[src/rtl/vrp_pkg.sv]
// Shared constants, types and helper functions of the vertex rotate and project block.
package vrp_pkg;

  // Field and arithmetic widths.
  localparam int COORD_W    = 16;
  localparam int COEF_W     = 16;
  localparam int FRAC_W     = 14;
  localparam int OUT_W      = 24;
  localparam int ROT_W      = 25;
  localparam int SIN_W      = COEF_W + 1;
  localparam int PROD_W     = ROT_W + SIN_W;
  localparam int SUM_W      = PROD_W + 1;
  localparam int ISO_W      = ROT_W + 2;
  localparam int CFG_IDX_W  = 3;
  localparam int CFG_DATA_W = 16;
  localparam int NUM_W      = 35;
  localparam int DEN_W      = 22;
  localparam int LANES      = 3;

  // Projection constants.
  localparam logic signed [ISO_W-1:0]   PERSP_CLAMP = ISO_W'(1950);
  localparam logic signed [ISO_W-1:0]   PERSP_BASE  = ISO_W'(2000);
  localparam logic [10:0]               PERSP_MUL   = 11'd2000;
  localparam logic signed [17:0]        ISO_COS_Q16 = 18'sd56756;
  localparam logic signed [SUM_W-1:0]   Q_BIAS      = SUM_W'((1 << FRAC_W) - 1);
  localparam logic signed [SUM_W-1:0]   ISO_BIAS    = SUM_W'(65535);
  localparam logic signed [SUM_W-1:0]   OUT_MAX     = SUM_W'(8388607);
  localparam logic signed [SUM_W-1:0]   OUT_MIN     = -SUM_W'(8388608);

  // Configuration register indexes.
  typedef enum logic [CFG_IDX_W-1:0] {
    REG_COS_BETA  = 3'd0,
    REG_SIN_BETA  = 3'd1,
    REG_COS_ALPHA = 3'd2,
    REG_SIN_ALPHA = 3'd3,
    REG_COS_GAMMA = 3'd4,
    REG_SIN_GAMMA = 3'd5,
    REG_PROJ_MODE = 3'd6
  } cfg_reg_e;

  // Projection modes; the unused code behaves as no projection.
  typedef enum logic [1:0] {
    PROJ_NONE  = 2'd0,
    PROJ_ISO   = 2'd1,
    PROJ_PERSP = 2'd2
  } proj_mode_e;

  // Vertex as it travels through the rotation stages.
  typedef struct packed {
    logic signed [ROT_W-1:0] x;
    logic signed [ROT_W-1:0] y;
    logic signed [ROT_W-1:0] z;
  } vtx_t;

  // Data that rides alongside the divider lanes.
  typedef struct packed {
    vtx_t                    vtx;
    logic signed [SUM_W-1:0] iso_xp;
    logic signed [ISO_W-1:0] iso_ys;
    logic [LANES-1:0]        neg;
    proj_mode_e              mode;
  } side_t;

  // Divide by 2^FRAC_W, truncating toward zero.
  function automatic logic signed [ROT_W-1:0] q_trunc(input logic signed [SUM_W-1:0] s);
    logic signed [SUM_W-1:0] t;
    logic signed [SUM_W-1:0] sh;
    t  = s + (s[SUM_W-1] ? Q_BIAS : '0);
    sh = t >>> FRAC_W;
    return sh[ROT_W-1:0];
  endfunction

  // Clamp to the signed output range.
  function automatic logic [OUT_W-1:0] sat_out(input logic signed [SUM_W-1:0] v);
    logic signed [SUM_W-1:0] c;
    c = v;
    if (v > OUT_MAX) c = OUT_MAX;
    if (v < OUT_MIN) c = OUT_MIN;
    return c[OUT_W-1:0];
  endfunction

endpackage

[src/rtl/vrp_rotate.sv]
// Two-stage rotation of the x/y fields of a vertex by a cosine/sine pair; z passes through.
module vrp_rotate (
  input  logic                            clk_i,
  input  logic                            rst_ni,
  input  logic                            valid_i,
  output logic                            ready_o,
  input  vrp_pkg::vtx_t                   vtx_i,
  input  logic signed [vrp_pkg::COEF_W-1:0] cos_i,
  input  logic signed [vrp_pkg::SIN_W-1:0]  sin_i,
  output logic                            valid_o,
  input  logic                            ready_i,
  output vrp_pkg::vtx_t                   vtx_o
);
  import vrp_pkg::*;

  logic                     v1_q, v2_q;
  logic                     rdy1, rdy2;
  logic signed [PROD_W-1:0] p_ac_d, p_bs_d, p_bc_d, p_as_d;
  logic signed [PROD_W-1:0] p_ac_q, p_bs_q, p_bc_q, p_as_q;
  logic signed [ROT_W-1:0]  c_q;
  logic signed [SUM_W-1:0]  s_a, s_b;
  vtx_t                     vtx_d, vtx_q;

  // A stage moves when it is empty or its successor moves.
  assign rdy2    = !v2_q || ready_i;
  assign rdy1    = !v1_q || rdy2;
  assign ready_o = rdy1;

  // First stage: the four products.
  assign p_ac_d = vtx_i.x * cos_i;
  assign p_bs_d = vtx_i.y * sin_i;
  assign p_bc_d = vtx_i.y * cos_i;
  assign p_as_d = vtx_i.x * sin_i;

  // Second stage: sums and truncation.
  always_comb begin
    s_a     = SUM_W'(p_ac_q) + SUM_W'(p_bs_q);
    s_b     = SUM_W'(p_bc_q) - SUM_W'(p_as_q);
    vtx_d.x = q_trunc(s_a);
    vtx_d.y = q_trunc(s_b);
    vtx_d.z = c_q;
  end

  always_ff @(posedge clk_i or negedge rst_ni) begin
    if (!rst_ni) begin
      v1_q <= 1'b0;
      v2_q <= 1'b0;
    end else begin
      if (rdy1) v1_q <= valid_i;
      if (rdy2) v2_q <= v1_q;
    end
  end

  always_ff @(posedge clk_i) begin
    if (rdy1 && valid_i) begin
      p_ac_q <= p_ac_d;
      p_bs_q <= p_bs_d;
      p_bc_q <= p_bc_d;
      p_as_q <= p_as_d;
      c_q    <= vtx_i.z;
    end
    if (rdy2 && v1_q) vtx_q <= vtx_d;
  end

  assign valid_o = v2_q;
  assign vtx_o   = vtx_q;

endmodule

[config.mk]
export PLATFORM = sky130hd
export DESIGN_NAME = vrp_rotate
export DESIGN_NICKNAME = d
export VERILOG_FILES = /design/src/rtl/vrp_pkg.sv /design/src/rtl/vrp_rotate.sv
export SDC_FILE = /design/constraint.sdc
export NUM_CORES = 2
export LEC_CHECK = 0
export ABC_AREA = 1
export BUFFER_PORTS_ARGS = -buffer_cell sky130_fd_sc_hd__clkbuf_2
export CAP_MARGIN = 20
export CORE_ASPECT_RATIO = 1.2
export CORE_MARGIN = 2
export CORE_UTILIZATION = 60
export DETAILED_ROUTE_END_ITERATION = 8
export HOLD_SLACK_MARGIN = 0.02
export PLACE_DENSITY = 0.8
export SYNTH_ARGS = -nofsm -noshare
export SYNTH_HDL_FRONTEND = slang
export SYNTH_SLANG_ARGS = --single-unit
[constraint.sdc]
create_clock -name clk_i -period 5.06 [get_ports clk_i]
set_clock_uncertainty 0.1 [all_clocks]
set_input_delay 0.506 -clock clk_i [delete_from_list [all_inputs] [get_ports clk_i]]
set_output_delay 0.506 -clock clk_i [all_outputs]
set_load 0.02 [all_outputs]
==> out/qor.csv <==
metric,value,unit
synth-xor-area-share,2.68,%
ys.flop_type,edfxtp_1,
drtPass1Iterations,9,
synth_cell_types,55,
core_area,128000,µm²
cp-startpoint,sin_i[14],
synth_top_family_by_area,adder cells,
synth-edff-count,266,
grt_usage,37.1,%
layout.nets,13100,
vias_per_cell,5.56,
synth_cells,9702,
path_delay_family,adder cells,
rsz0062_at_grt,yes,
required,5420,ps
period_share,116,%
drv_slew,0,
fin_ws,-815,ps
synthArstFlopShare,0.746,%
vias,69900,
r2r_end,vtx_o[72]$_DFFE_PP_,
portBuffers,188,
start_util,60.3,%
drt-initial-drc-count,6699,
crit_fanout,11,
hold_path.class,in2async,
synth_compound_area_share,4.14,%
clk_pin_slew,60,ps
synthAdderAreaFrac,50.0,%
grt.overflow.total,0,
relSlewSlack,26.0,%
crit_path_max_incr_delay,640,ps
finalSetupViolCount,109,
synth_fp_nets,11900,
ys_seq_area_share,10.4,%
crit_top_cell,fa_1,
cts_buffers,29,
cp.buffers_inverters,9,
clk_latency,660,ps
rows,144,
layout-drive-gt1-share,23.5,%
wl_per_cell,21.1,µm
worstRegToRegCells,24,
cap_violations,0,
hpwl,197,mm
io_pins,189,
routed_wl,265,mm
yosys_warnings,0,
violations,setup timing,
critical_path_class,in2reg,
cts_root_buf,clkbuf_16,
max_freq,0.170,GHz
slowest_stage,fa_1,
cts.htree.levels,1,
route.detailed.drc,0,
end_kind,flop,
hold_ws,95.9,ps
cts_tree,done,
fillers,8235,
crit_path_start_kind,input pin,
reg2reg_from,p_ac_q[0]$_DFFE_PP_,
grt_pass1_wl,380,mm
status,"finished, violations left",
synth_seq_cells,268,
syn_to_final_growth,27.0,%
reg2reg_setup_slack,380,ps
hold_violations,0,
postRouteAntennaNets,0,
cts_sinks,268,
post_synth_mux_area_share,0,%
period_minus_slack,5870,ps
syn-cell-area,77300,µm²
gp_congestion,0.985,
die-area,132000,µm²
cp.arrival,6230,ps
die_w,332,µm
yosys.area_share.simple,17.1,%
antenna_found_initial,23,
grt_max_degree,116,
worst_pin_slew,1110,ps
clockBufferDepth,3,
die_h,397,µm
syn_avg_cell_area,7.97,µm²
grt_pass1_vias,73000,
==> layer usage <==
layer  vias up  wire (µm)  part of all wire [%]  track usage [%]
met2      3973     125000                    47             63.2
met4        20      20500                   7.7             20.1
li1      30200          -                     -                -
met3      1435      29500                    11             5.96
met1     34300      90200                    34             45.6
met5         -        241                 0.091                0
==> worst max-delay path by stage <==
stage	endpoint	slack, ps	cells past startpoint
detailed placement	p_bs_q[39]$_DFFE_PP_	-1580	23
global route	p_bs_q[40]$_DFFE_PP_	-960	26
CTS	p_as_q[39]$_DFFE_PP_	-530	26
finish	p_bs_q[39]$_DFFE_PP_	-810	25
floorplan	p_bc_q[38]$_DFFE_PP_	-720	26
global placement	p_bs_q[37]$_DFFE_PP_	-1550	24
==> synthesized netlist by cell type, types with 56 or more instances <==
cell      instances  area, µm²
nor2_1          434       1630
ha_1            512       6410
edfxtp_1        266       7990
xnor2_1          74        648
nand3_1         173        866
clkbuf_1        388       1460
inv_1          2832      10600
nand4_1          56        350
a21oi_1         285       1430
o21ai_0         118        591
nand2_1        2442       9170
xor2_1          157       1380
fa_1           1610      32200
==> cell type report <==
cell class | instances | area [µm²] | share of cell area (%)
antenna | 16 | 40.0 | 0.0408
clock buffer | 36 | 762 | 0.776
clock inverter | 16 | 189 | 0.192
inverter | 2847 | 10700 | 10.9
multi-input combinational | 6199 | 61900 | 63.0
sequential | 268 | 8040 | 8.19
tap | 1679 | 2100 | 2.14
timing repair buffer | 1514 | 14500 | 14.7
==> cells by family after synthesis <==
kind of cell,after synthesis
AOI/OAI and AO/OA,568
xor gates and xnor gates,234
buffers and inverters,3235
and+or+nand+nor,3275
DFF,268
adders and majority gates,2122
==> through the flow <==
step / cells / util, % / TNS (ps) / instance area, µm² / worst slack [ps]
2_1_floorplan: 9702 / - / -71170 / 81300 / -717
4_1_cts: 12400 / 73.2 / -31150 / 93800 / -531
3_5_place_dp: 12300 / 70.7 / -128910 / 90600 / -1580
6_report: 12600 / 76.6 / -49570 / 98200 / -815
5_1_grt: 12600 / 76.6 / -63300 / 98200 / -959
3_3_place_gp: 12300 / 70.7 / -121580 / 90600 / -1550
==> worst reg2reg max path: cells and delay by family (launching register included) <==
kind / cells / cell delay (ps)
simple gates: 16 / 1970
fa+ha+maj: 3 / 1250
flops: 1 / 500
buf+inv: 4 / 370
compound gates: 1 / 240
==> repair_timing <==
action	CTS	global route
endpoints found under the hold margin	27	0
resized for setup	298	764
hold buffers	26	0
gates cloned	12	27
buffers inserted	54	158
endpoints found under the setup margin	107	118
pin swaps	123	393
==> sequential cells by signal (all words and copies together), names as in the netlist <==
register  flops
vtx_o        75
valid_o       1
c_q          25
p_as_q       42
p_bc_q       41
p_bs_q       42
p_ac_q       41
v1_q          1
==> cell usage in the layout, fill, tap and decap left out, types with 20 or more instances in the layout <==
cell and count:
o21bai_1 22, ha_4 113, dlygate4sd3_1 26, clkbuf_2 142, nand2_4 54, fa_2 76
a21oi_1 188, buf_6 113, a21o_1 24, nor3_1 20, edfxtp_1 266, buf_8 20
nor2_4 29, ha_1 391, inv_2 198, o21ai_1 32, nand4_1 56, a21oi_4 38
nand2_1 2265, inv_1 2641, o21ai_2 38, xnor2_1 56, nor2_1 378, nand3_1 157
clkbuf_16 62, fa_1 1534, o21ai_0 61, nor2_2 59, a21oi_2 63, buf_4 995
xor2_1 127, nand2_2 174, buf_12 147
Power is not shown: default switching activity piles up to over one toggle a cycle in this logic, so the estimate is an artifact.
